**config.mk**
```make
export PLATFORM = sky130hd
export DESIGN_NAME = sequence_reorder_jitter_buffer_flat
export DESIGN_NICKNAME = d
export VERILOG_FILES = /design/src/hdl/srjb_pkg.sv /design/src/hdl/srjb_if.sv /design/src/hdl/sequence_reorder_jitter_buffer.sv /design/src/hdl/srjb_datapath.sv /design/src/hdl/srjb_ctrl.sv /design/src/flat_wrapper.sv
export SDC_FILE = /design/constraint.sdc
export NUM_CORES = 2
export LEC_CHECK = 0
export BUFFER_PORTS_ARGS = -buffer_cell sky130_fd_sc_hd__buf_2
export CORE_MARGIN = 10
export CORE_UTILIZATION = 62
export DETAILED_ROUTE_END_ITERATION = 6
export GPL_ROUTABILITY_DRIVEN = 0
export PLACE_DENSITY = 0.81
export REMOVE_ABC_BUFFERS = 1
export SLEW_MARGIN = 20
export SYNTH_ARGS = -nofsm -noshare
export SYNTH_HDL_FRONTEND = slang
export SYNTH_HIERARCHICAL = 1
export SYNTH_SLANG_ARGS = --single-unit
```
**constraint.sdc**
```tcl
create_clock -name i_clk -period 15 [get_ports i_clk]
set_input_delay 3.75 -clock i_clk [delete_from_list [all_inputs] [get_ports i_clk]]
set_output_delay 3.75 -clock i_clk [all_outputs]
set_load 0.02 [all_outputs]
```
**src/hdl/srjb_pkg.sv**
```systemverilog
package srjb_pkg;

    // buffer sizing
    localparam int DEPTH        = 5;
    localparam int SLOTS        = DEPTH + 1;
    localparam int CNT_W        = $clog2(SLOTS + 1);
    localparam int HEADER_BYTES = 16;

    // field widths
    localparam int SEQ_W   = 32;
    localparam int STAMP_W = 32;
    localparam int TAG_W   = 16;
    localparam int BYTES_W = 16;
    localparam int KIND_W  = 8;

    // header kind for audio packets
    localparam logic [KIND_W-1:0] KIND_AUDIO = 8'h01;

    // request codes
    localparam logic REQ_PACKET  = 1'b0;
    localparam logic REQ_RESTART = 1'b1;

    typedef logic [CNT_W-1:0]   t_count;
    typedef logic [SEQ_W-1:0]   t_seq;
    typedef logic [STAMP_W-1:0] t_stamp;
    typedef logic [TAG_W-1:0]   t_tag;

    // controller to datapath
    typedef struct packed {
        logic load;
        logic insert;
        logic clear_last;
        logic emit;
    } t_cmd;

    // datapath to controller
    typedef struct packed {
        logic restart;
        logic drop;
        logic can_inorder;
        logic can_force;
        logic last_one;
    } t_stat;

endpackage

```
**src/hdl/srjb_if.sv**
```systemverilog
interface srjb_in_if;
    logic                    valid;
    logic                    ready;
    logic                    req_type;
    logic [15:0]             packet_bytes;
    logic [7:0]              packet_kind;
    logic [31:0]             seq_number;
    logic [31:0]             stamp;
    logic [15:0]             payload_tag;

    modport source (
        output valid, req_type, packet_bytes, packet_kind, seq_number, stamp, payload_tag,
        input  ready
    );
    modport sink (
        input  valid, req_type, packet_bytes, packet_kind, seq_number, stamp, payload_tag,
        output ready
    );
endinterface

interface srjb_out_if;
    logic        valid;
    logic        ready;
    logic [31:0] out_seq;
    logic [31:0] out_stamp;
    logic [15:0] out_payload_tag;
    logic        forced;
    logic        last_of_run;

    modport source (
        output valid, out_seq, out_stamp, out_payload_tag, forced, last_of_run,
        input  ready
    );
    modport sink (
        input  valid, out_seq, out_stamp, out_payload_tag, forced, last_of_run,
        output ready
    );
endinterface

```
**src/hdl/sequence_reorder_jitter_buffer.sv**
```systemverilog
// Reorders audio packet descriptors by sequence number.
// Input channel i_in carries one request per item: a received packet
// (header length, kind byte, sequence, timestamp, payload tag) or a
// session restart. Output channel o_out carries released descriptors,
// each flagged as forced (overflow flush) or in order, with last_of_run
// marking the final release caused by one input item.
// Short, wrong-kind and stale packets are dropped with no result; a
// restart clears the last released sequence and keeps the buffer.
// Steps: the accept, then a check-and-insert step, where a drop or a
// restart ends. A kept packet then goes to the release state, which
// releases up to six results in turn, or finds none to release, and
// then returns to idle. The sorted insert into the six-entry register
// row is done in the insert step; the single output register gives
// one release per cycle while the receiver takes each result.
// Only one item is in work at a time: i_in.ready is high only while idle,
// which includes while the last result still waits in the output register.
// A stalled receiver holds the release run; no result is lost.
// Reset (synchronous, active low) empties the buffer and clears the last
// released sequence.
module sequence_reorder_jitter_buffer (
    input  logic        i_clk,
    input  logic        i_rst_n,
    srjb_in_if.sink     i_in,
    srjb_out_if.source  o_out
);

    srjb_pkg::t_cmd  w_cmd;
    srjb_pkg::t_stat w_stat;

    srjb_ctrl u_ctrl (
        .i_clk       (i_clk),
        .i_rst_n     (i_rst_n),
        .i_in_valid  (i_in.valid),
        .o_in_ready  (i_in.ready),
        .o_out_valid (o_out.valid),
        .i_out_ready (o_out.ready),
        .i_stat      (w_stat),
        .o_cmd       (w_cmd)
    );

    srjb_datapath u_datapath (
        .i_clk             (i_clk),
        .i_rst_n           (i_rst_n),
        .i_req_type        (i_in.req_type),
        .i_packet_bytes    (i_in.packet_bytes),
        .i_packet_kind     (i_in.packet_kind),
        .i_seq_number      (i_in.seq_number),
        .i_stamp           (i_in.stamp),
        .i_payload_tag     (i_in.payload_tag),
        .i_cmd             (w_cmd),
        .o_stat            (w_stat),
        .o_out_seq         (o_out.out_seq),
        .o_out_stamp       (o_out.out_stamp),
        .o_out_payload_tag (o_out.out_payload_tag),
        .o_forced          (o_out.forced),
        .o_last_of_run     (o_out.last_of_run)
    );

    // a release only happens when a release rule holds
    a_emit_has_cause: assert property (@(posedge i_clk) disable iff (!i_rst_n)
        w_cmd.emit |-> (w_stat.can_inorder || w_stat.can_force))
        else $error("release without cause");

    // a release never overwrites an item the receiver has not taken
    a_emit_slot_free: assert property (@(posedge i_clk) disable iff (!i_rst_n)
        w_cmd.emit |-> (!o_out.valid || o_out.ready))
        else $error("output item overwritten");

    // a forced release always ends the run
    a_forced_is_last: assert property (@(posedge i_clk) disable iff (!i_rst_n)
        (o_out.valid && o_out.forced) |-> o_out.last_of_run)
        else $error("forced release not last of run");

    // one item at a time: no accept right after an accept
    a_one_in_work: assert property (@(posedge i_clk) disable iff (!i_rst_n)
        (i_in.valid && i_in.ready) |=> !i_in.ready)
        else $error("item accepted while another is in work");

endmodule

```
**src/hdl/srjb_datapath.sv**
```systemverilog
module srjb_datapath (
    input  logic                  i_clk,
    input  logic                  i_rst_n,
    input  logic                  i_req_type,
    input  logic [15:0]           i_packet_bytes,
    input  logic [7:0]            i_packet_kind,
    input  logic [31:0]           i_seq_number,
    input  logic [31:0]           i_stamp,
    input  logic [15:0]           i_payload_tag,
    input  srjb_pkg::t_cmd        i_cmd,
    output srjb_pkg::t_stat       o_stat,
    output logic [31:0]           o_out_seq,
    output logic [31:0]           o_out_stamp,
    output logic [15:0]           o_out_payload_tag,
    output logic                  o_forced,
    output logic                  o_last_of_run
);

    // sorted entry row, head at index 0
    srjb_pkg::t_seq   r_seq   [srjb_pkg::SLOTS];
    srjb_pkg::t_stamp r_stamp [srjb_pkg::SLOTS];
    srjb_pkg::t_tag   r_tag   [srjb_pkg::SLOTS];
    srjb_pkg::t_count r_count;
    srjb_pkg::t_seq   r_last;

    // latched input item
    logic                          r_in_req;
    logic [srjb_pkg::BYTES_W-1:0]  r_in_bytes;
    logic [srjb_pkg::KIND_W-1:0]   r_in_kind;
    srjb_pkg::t_seq                r_in_seq;
    srjb_pkg::t_stamp              r_in_stamp;
    srjb_pkg::t_tag                r_in_tag;

    // output item register
    srjb_pkg::t_seq   r_out_seq;
    srjb_pkg::t_stamp r_out_stamp;
    srjb_pkg::t_tag   r_out_tag;
    logic             r_out_forced;
    logic             r_out_last;

    logic [srjb_pkg::SLOTS-1:0] w_gt;
    logic                       w_inorder;
    logic                       w_force;
    logic                       w_more;

    // entries greater than the new sequence, a suffix of the valid ones
    always_comb begin
        for (int i = 0; i < srjb_pkg::SLOTS; i++) begin
            w_gt[i] = (srjb_pkg::t_count'(i) < r_count) && (r_seq[i] > r_in_seq);
        end
    end

    // release decisions and lookahead for the end of the run
    always_comb begin
        w_inorder = (r_count != '0) &&
                    ((r_last == '0) || (r_seq[0] == r_last + srjb_pkg::t_seq'(1)));
        w_force   = r_count > srjb_pkg::t_count'(srjb_pkg::DEPTH);
        w_more    = ((r_count > srjb_pkg::t_count'(1)) &&
                     ((r_seq[0] == '0) || (r_seq[1] == r_seq[0] + srjb_pkg::t_seq'(1)))) ||
                    (r_count > srjb_pkg::t_count'(srjb_pkg::SLOTS));
    end

    assign o_stat.restart     = (r_in_req == srjb_pkg::REQ_RESTART);
    assign o_stat.drop        = (r_in_bytes < srjb_pkg::BYTES_W'(srjb_pkg::HEADER_BYTES)) ||
                                (r_in_kind != srjb_pkg::KIND_AUDIO) ||
                                (r_in_seq < r_last);
    assign o_stat.can_inorder = w_inorder;
    assign o_stat.can_force   = w_force;
    assign o_stat.last_one    = !w_inorder || !w_more;

    // input latch
    always_ff @(posedge i_clk) begin
        if (i_cmd.load) begin
            r_in_req   <= i_req_type;
            r_in_bytes <= i_packet_bytes;
            r_in_kind  <= i_packet_kind;
            r_in_seq   <= i_seq_number;
            r_in_stamp <= i_stamp;
            r_in_tag   <= i_payload_tag;
        end
    end

    // entry row: sorted insert or head release
    always_ff @(posedge i_clk) begin
        if (i_cmd.insert) begin
            for (int i = 0; i < srjb_pkg::SLOTS; i++) begin
                if (i > 0 && w_gt[(i > 0) ? i - 1 : 0]) begin
                    r_seq[i]   <= r_seq[(i > 0) ? i - 1 : 0];
                    r_stamp[i] <= r_stamp[(i > 0) ? i - 1 : 0];
                    r_tag[i]   <= r_tag[(i > 0) ? i - 1 : 0];
                end else if (w_gt[i] || srjb_pkg::t_count'(i) == r_count) begin
                    r_seq[i]   <= r_in_seq;
                    r_stamp[i] <= r_in_stamp;
                    r_tag[i]   <= r_in_tag;
                end
            end
        end else if (i_cmd.emit) begin
            for (int i = 0; i < srjb_pkg::SLOTS - 1; i++) begin
                r_seq[i]   <= r_seq[i + 1];
                r_stamp[i] <= r_stamp[i + 1];
                r_tag[i]   <= r_tag[i + 1];
            end
        end
    end

    // fill count and last released sequence
    always_ff @(posedge i_clk) begin
        if (!i_rst_n) begin
            r_count <= '0;
            r_last  <= '0;
        end else begin
            if (i_cmd.insert) begin
                r_count <= r_count + srjb_pkg::t_count'(1);
            end else if (i_cmd.emit) begin
                r_count <= r_count - srjb_pkg::t_count'(1);
            end
            if (i_cmd.clear_last) begin
                r_last <= '0;
            end else if (i_cmd.emit) begin
                r_last <= r_seq[0];
            end
        end
    end

    // output item register
    always_ff @(posedge i_clk) begin
        if (i_cmd.emit) begin
            r_out_seq    <= r_seq[0];
            r_out_stamp  <= r_stamp[0];
            r_out_tag    <= r_tag[0];
            r_out_forced <= !w_inorder;
            r_out_last   <= !w_inorder || !w_more;
        end
    end

    assign o_out_seq         = r_out_seq;
    assign o_out_stamp       = r_out_stamp;
    assign o_out_payload_tag = r_out_tag;
    assign o_forced          = r_out_forced;
    assign o_last_of_run     = r_out_last;

endmodule

```
**src/hdl/srjb_ctrl.sv**
```systemverilog
module srjb_ctrl (
    input  logic            i_clk,
    input  logic            i_rst_n,
    input  logic            i_in_valid,
    output logic            o_in_ready,
    output logic            o_out_valid,
    input  logic            i_out_ready,
    input  srjb_pkg::t_stat i_stat,
    output srjb_pkg::t_cmd  o_cmd
);

    localparam logic [1:0] ST_IDLE    = 2'd0;
    localparam logic [1:0] ST_INSERT  = 2'd1;
    localparam logic [1:0] ST_RELEASE = 2'd2;

    logic [1:0] r_state;
    logic [1:0] n_state;
    logic       r_out_valid;
    logic       n_out_valid;
    logic       w_slot_free;

    assign w_slot_free = !r_out_valid || i_out_ready;

    // next state and commands
    always_comb begin
        n_state          = r_state;
        o_cmd            = '0;
        o_in_ready       = 1'b0;
        case (r_state)
            ST_IDLE: begin
                o_in_ready = 1'b1;
                if (i_in_valid) begin
                    o_cmd.load = 1'b1;
                    n_state    = ST_INSERT;
                end
            end
            ST_INSERT: begin
                if (i_stat.restart) begin
                    o_cmd.clear_last = 1'b1;
                    n_state          = ST_IDLE;
                end else if (i_stat.drop) begin
                    n_state = ST_IDLE;
                end else begin
                    o_cmd.insert = 1'b1;
                    n_state      = ST_RELEASE;
                end
            end
            ST_RELEASE: begin
                if (!i_stat.can_inorder && !i_stat.can_force) begin
                    n_state = ST_IDLE;
                end else if (w_slot_free) begin
                    o_cmd.emit = 1'b1;
                    if (i_stat.last_one) begin
                        n_state = ST_IDLE;
                    end
                end
            end
            default: begin
                n_state = ST_IDLE;
            end
        endcase
    end

    // output valid flag
    always_comb begin
        if (o_cmd.emit) begin
            n_out_valid = 1'b1;
        end else if (i_out_ready) begin
            n_out_valid = 1'b0;
        end else begin
            n_out_valid = r_out_valid;
        end
    end

    always_ff @(posedge i_clk) begin
        if (!i_rst_n) begin
            r_state     <= ST_IDLE;
            r_out_valid <= 1'b0;
        end else begin
            r_state     <= n_state;
            r_out_valid <= n_out_valid;
        end
    end

    assign o_out_valid = r_out_valid;

endmodule

```
**src/flat_wrapper.sv**
```systemverilog
// flat-port wrapper written by rule: the top's interface ports become plain ports
module sequence_reorder_jitter_buffer_flat 
  (i_clk, i_rst_n, i_in_valid, i_in_req_type, i_in_packet_bytes, i_in_packet_kind, i_in_seq_number, i_in_stamp, i_in_payload_tag, i_in_ready, o_out_valid, o_out_out_seq, o_out_out_stamp, o_out_out_payload_tag, o_out_forced, o_out_last_of_run, o_out_ready);
  srjb_in_if i_in_i ();
  srjb_out_if o_out_i ();
  input  logic i_clk;
  input  logic i_rst_n;
  input wire logic [$bits(i_in_i.valid)-1:0] i_in_valid;
  input wire logic [$bits(i_in_i.req_type)-1:0] i_in_req_type;
  input wire logic [$bits(i_in_i.packet_bytes)-1:0] i_in_packet_bytes;
  input wire logic [$bits(i_in_i.packet_kind)-1:0] i_in_packet_kind;
  input wire logic [$bits(i_in_i.seq_number)-1:0] i_in_seq_number;
  input wire logic [$bits(i_in_i.stamp)-1:0] i_in_stamp;
  input wire logic [$bits(i_in_i.payload_tag)-1:0] i_in_payload_tag;
  output wire logic [$bits(i_in_i.ready)-1:0] i_in_ready;
  output wire logic [$bits(o_out_i.valid)-1:0] o_out_valid;
  output wire logic [$bits(o_out_i.out_seq)-1:0] o_out_out_seq;
  output wire logic [$bits(o_out_i.out_stamp)-1:0] o_out_out_stamp;
  output wire logic [$bits(o_out_i.out_payload_tag)-1:0] o_out_out_payload_tag;
  output wire logic [$bits(o_out_i.forced)-1:0] o_out_forced;
  output wire logic [$bits(o_out_i.last_of_run)-1:0] o_out_last_of_run;
  input wire logic [$bits(o_out_i.ready)-1:0] o_out_ready;
  assign i_in_i.valid = i_in_valid;
  assign i_in_i.req_type = i_in_req_type;
  assign i_in_i.packet_bytes = i_in_packet_bytes;
  assign i_in_i.packet_kind = i_in_packet_kind;
  assign i_in_i.seq_number = i_in_seq_number;
  assign i_in_i.stamp = i_in_stamp;
  assign i_in_i.payload_tag = i_in_payload_tag;
  assign i_in_ready = i_in_i.ready;
  assign o_out_valid = o_out_i.valid;
  assign o_out_out_seq = o_out_i.out_seq;
  assign o_out_out_stamp = o_out_i.out_stamp;
  assign o_out_out_payload_tag = o_out_i.out_payload_tag;
  assign o_out_forced = o_out_i.forced;
  assign o_out_last_of_run = o_out_i.last_of_run;
  assign o_out_i.ready = o_out_ready;
  sequence_reorder_jitter_buffer u_core (.i_clk(i_clk), .i_rst_n(i_rst_n), .i_in(i_in_i), .o_out(o_out_i));
endmodule
```
### Word level (Yosys, flattened, before mapping)

Memory sizes are Yosys's and may differ from the RTL's.
Cells that the tools add are included.

| cells by class | value |
|---|---|
| eq/ne operators | 13 |
| $add $sub $neg | 4 |
| mux-type cells | 92 |
| shift-type cells | 0 |
| bitwise logic cells | 31 |
| reduce and logical (&&, ||, !) cells | 35 |
| divide/modulo/power cells | 0 |
| order comparisons | 17 |
| multiply operators | 0 |

Operator list:

| kind | number |
|---|---|
| 32-bit two-way mux | 20 |
| 32-bit greater-than comparator | 6 |
| 16-bit two-way mux | 10 |
| 32-bit by 1-bit adder with 32-bit output (second input constant) | 2 |
| 32-bit equality test | 2 |
| 32-bit logical NOT | 2 |
| 1-bit two-way mux | 52 |
| 32-bit less-than comparator | 1 |
| 1-bit OR | 30 |
| 16-bit by 5-bit less-than comparator with 1-bit output (second input constant) | 1 |
| 2-bit two-way mux | 7 |
| 1-bit logical OR | 13 |
| 1-bit logical AND | 9 |
| 8-bit by 1-bit inequality test with 1-bit output (second input constant) | 1 |
| 2-bit by 3-bit equality test with 1-bit output (first input constant) | 2 |
| 3-bit equality test (first input constant) | 2 |
| 3-bit greater-than comparator (second input constant) | 2 |
| 1-bit by 3-bit less-than comparator with 1-bit output (first input constant) | 2 |
| 2-bit by 3-bit less-than comparator with 1-bit output (first input constant) | 2 |
| 3-bit less-than comparator (first input constant) | 2 |
| 3-bit two-way mux | 2 |
| 3-bit inequality test (second input constant) | 2 |
| 2-bit one-hot mux with 3 select lines | 1 |
| 1-bit logical NOT | 4 |
| other kinds (14) | 15 |

| word-level totals | value |
|---|---|
| memory bits (read-only) | 0 |
| bits in latches | 0 |
| bits of input ports | 109 |
| word-level logic and storage cells | 210 |
| register bits after elaboration | 225 |
| memories | 3 |
| bits in writable memories | 480 |
| output and inout bits | 84 |

Memories:

| memory | words | width | rd ports | clocked after memory_dff | write ports | line | source |
|---|---|---|---|---|---|---|---|
| u_core.u_datapath.r_seq | 6 | 32 | 6 | 0 | 6 | srjb_datapath.sv:20 | `srjb_pkg::t_seq r_seq [srjb_pkg::SLOTS];` |
| u_core.u_datapath.r_stamp | 6 | 32 | 6 | 0 | 6 | srjb_datapath.sv:21 | `srjb_pkg::t_stamp r_stamp [srjb_pkg::SLOTS];` |
| u_core.u_datapath.r_tag | 6 | 16 | 6 | 0 | 6 | srjb_datapath.sv:22 | `srjb_pkg::t_tag r_tag [srjb_pkg::SLOTS];` |

### Depth between registers and ports, before layout

| logic depth | value |
|---|---|
| word-level depth | 12 |
| gate-level depth with buffers | 24 |
| gate-level depth less buffers | 16 |

### Cells and area by module

Netlist, hierarchy kept.

Modules (own cells, without submodules):

| module | area each (um^2) | instances | seq. area each (um^2) | cells an instance |
|---|---|---|---|---|
| srjb_datapath | 37104.3 | 1 | 20609.8 | 3227 |
| srjb_ctrl | 157.7 | 1 | 60.1 | 17 |

### Worst setup path after synthesis

OpenSTA, ideal clock, no wires.

| path | value |
|---|---|
| kind | input to register |
| start point | input o_out_ready |
| end point | memory u_core/u_datapath/r_seq[0][32] in the netlist's numbering (enable) |
| setup time | 0.630 ns |
| buffers on the path | 2 |
| data required time | 14.370 ns |
| cell stages on the path | 6 |
| slack | 3.547 ns |
| data arrival time | 10.823 ns |
| path through | nand2b_4 > nor2b_1 > buf_4 > clkbuf_1 > nor2_1 > o21ai_0 |

RTL lines:

| what | line | source |
|---|---|---|
| from (decl) | flat_wrapper.sv:22 | `input wire logic [$bits(o_out_i.ready)-1:0] o_out_ready;` |
| to (decl) | srjb_datapath.sv:20 |  |

==> run summary <==
num rows = 89
hold_sp = u_core/u_datapath/r_tag[0][12]
H-tree Lvls = 3
Yosys reg bits = 701
WP buf/inv = 3
Starting Density = 0.6290
CP max stage cell = buf_4
cts bufs inserted = 75
Power Density = 100.6 nW/µm²
Ys Warns = 6
CTS tree = done
Largest stage delay, worst path = 960 ps
Async S/R FF share, synth = 0
largest net degree at the start of global routing = 236
Critical Path RT = 15320 ps
post-placement cell count = 4053
grt total ovfl = 0
Worst-Margin Slew = 1159 ps
die width = 265.2 µm
DR WL/cell = 24.20 µm
Critical Setup Path Class = flip-flop to flip-flop
Worst Skew = 18.01 ps
Root Driver = clkbuf_16
drt total wl = 101.5 mm
max cap viols = 0
outcome = finished, final reports clean
I/O pin total = 193
clock sinks = 701
CP startpoint kind = flip-flop
Final Critical Period = 7133 ps
top_reg_cell synth = edfxtp_1
RSZ-0062 raised after global routing = no
Reg area = 20670 µm²
Max IR drop VDD = 110.8 µV
number of DRC markers in iteration 0 = 3256
number of synthesized flops with an enable pin = 663
Syn-to-layout area delta = 10.60%
worst setup path start = u_core/u_datapath/r_last[0]
Final Max Slew Viols = 0
Unique masters post-synth = 87
Worst-path clk slew = 60 ps
initial antenna violation count = 0
Min-Delay Path Class = flip-flop to flip-flop
Syn Inst Count = 3244
fillcell total = 4063
worst skew pair latency = 630 ps
CP Max Fanout = 235
CP arrival = 7450 ps
CTS Hold Bufs = 0
NumNets Final = 3699
DRC viols = 0
ratio of cells with drive above 1 in the final layout = 0.1331
fin util = 0.6957
buffers added on ports = 188
DRT Pass-1 Iters = 6
Cell Count, Final, Fillers Out = 4192
Final Hold Viols = 0
leakage = 15.27 nW
Top delay family on crit path = simple AND/OR/NAND/NOR gates
Vias = 27800
global-route wire length before repair = 155.2 mm
Die Ht = 265.2 µm
reg-to-reg startpoint = u_core/u_datapath/r_last[0]
commonest non-fill, non-tap cells in the layout = edfxtp_1 (663), nand2_1 (471), mux2i_1 (270), o21ai_0 (266), ha_1 (232)
vias in the first global route = 27910
GRT Util Overall = 0.2789
final worst path period share = 0.4755
critical path capture point type = flip-flop
worst path cell trace = ha_1, nand4_2, nor3_4, or3b_2, xnor2_1, nand3b_1, or4_1, nor4_2, or2_1, nor2_1, or3_1, nor2b_4, nor2b_4, buf_4, buf_12, buf_4, o21ai_0
Post-Synthesis Cell Area = 37260 µm²
synthesized area per cell = 11.49 µm²
Vias/cell = 6.632
Antenna Cells = 0
post-route antenna net violation count = 0
post-CTS sizing = 0
final setup vio count = 0
Rel. slew slack = 0.2275
Multi-input gate area = 15550 µm²
Seq/Total Area, Yosys = 0.5547
highest clock rate = 0.1402 GHz
clk buf depth = 3
Die ar. = 70300 µm²
Core ar. = 59240 µm²
setup bufs post-CTS = 0
commonest non-fill, non-tap cell in the layout = edfxtp_1
DP HPWL = 64.89 mm
-- worst paths after layout --
path,to,slack [ps],cells after the start
setup / recovery,u_core/u_datapath/r_stamp[0][113],7870,17
hold / removal,u_core/u_datapath/o_out_payload_tag[12],450,0
setup reg to reg,u_core/u_datapath/r_stamp[0][113],7870,17
hold reg to reg,u_core/u_datapath/o_out_payload_tag[12],450,0
-- metal layers --
layer  up-vias  routed length [µm]  track usage  share of wire
met1     13530               39640       0.3584           0.39
met3       297                9745      0.04576          0.096
met4         0                4053       0.1306          0.040
met2      1650               48010       0.4591           0.47
li1      12330                   -            -              -
met5         -                   0            0              0
-- report_power, final --
part	switching [mW]	internal [mW]
combinational	0.0772	0.0493
clock	0.802	1.05
sequential	0.0299	2.14
-- cell usage after synthesis (all sizes together) (7+ instances only) --
master / count / area (µm²)
o21ai: 310 / 1555
nor3: 29 / 167.7
a21o: 23 / 172.7
a221o: 7 / 70.07
edfxtp: 663 / 19910
ha: 232 / 2903
mux2i: 270 / 2703
inv: 80 / 300.3
o211ai: 10 / 75.07
nor2b: 14 / 87.58
a21boi: 8 / 60.06
buf: 67 / 384.1
nand2b: 10 / 70.06
nor2: 174 / 653.1
o21a: 7 / 52.55
nand4: 68 / 446.7
xnor2: 53 / 464.2
and4: 7 / 61.31
a21oi: 176 / 880.8
clkbuf: 125 / 490.5
a211oi: 7 / 52.55
xor2: 32 / 280.3
and3: 10 / 62.56
mux2: 85 / 957.2
nand3: 45 / 242.7
or4: 8 / 60.06
nor4: 39 / 301.5
a31oi: 14 / 87.58
dfxtp: 38 / 760.7
nand2: 472 / 1772
o22ai: 80 / 500.5
-- layout make-up --
type | instances | area share
sequential | 701 | 0.5015
multi-input combinational | 2270 | 0.3773
tap | 773 | 0.02347
timing repair buffer | 229 | 0.03148
clock inverter | 46 | 0.01123
clock buffer | 92 | 0.04760
inverter | 81 | 0.007377
-- registers in the layout, summed over array words and instances, names as in the netlist, 3 cells and up --
name                                 flops
u_core/u_datapath/r_seq                192
u_core/u_datapath/r_stamp              192
u_core/u_datapath/r_tag                 96
u_core/u_datapath/o_out_seq             32
u_core/u_datapath/o_out_stamp           32
u_core/u_datapath/r_in_seq              32
u_core/u_datapath/r_in_stamp            32
u_core/u_datapath/r_last                32
u_core/u_datapath/o_out_payload_tag     16
u_core/u_datapath/r_in_tag              16
u_core/u_datapath/r_in_bytes            12
u_core/u_datapath/r_in_kind              8
u_core/u_datapath/r_count                3
-- cell families (layout without fill, tap and decap cells) --
group | Yosys count | count (layout) | share of synthesized area
and+or+nand+nor | 904 | 904 | 0.1110
DFF | 701 | 701 | 0.5547
AOI/OAI and AO/OA | 694 | 694 | 0.1066
muxes | 355 | 355 | 0.09822
buffers and inverters | 273 | 448 | 0.03163
adders and majority gates | 232 | 232 | 0.07790
xor gates and xnor gates | 85 | 85 | 0.01998
-- worst register-to-register path, delay by kind of cell, from the launching register on --
kind                       cells  cell delay (ps)
AOI/OAI and AO/OA              1              320
DFF                            1              490
buffers and inverters          3             2430
and+or+nand+nor               11             3150
adders and majority gates      1              310
xor gates and xnor gates       1              130
-- stage by stage --
stage                     instance area, µm²  total power [mW]  hold slack, ps  setup slack, ps   TNS, ps
after floorplan                        36390             2.270           426.1           -15650  -6193970
after detailed placement               38760             2.330           437.7             7644         0
after CTS                              41180             4.161           452.2             7986         0
after global placement                 38760             2.318           438.1             7827         0
final                                  41210             4.146           452.3             7867         0
after global routing                   41210             4.256           463.2             7428         0
Power figures use the tool's default switching activity.
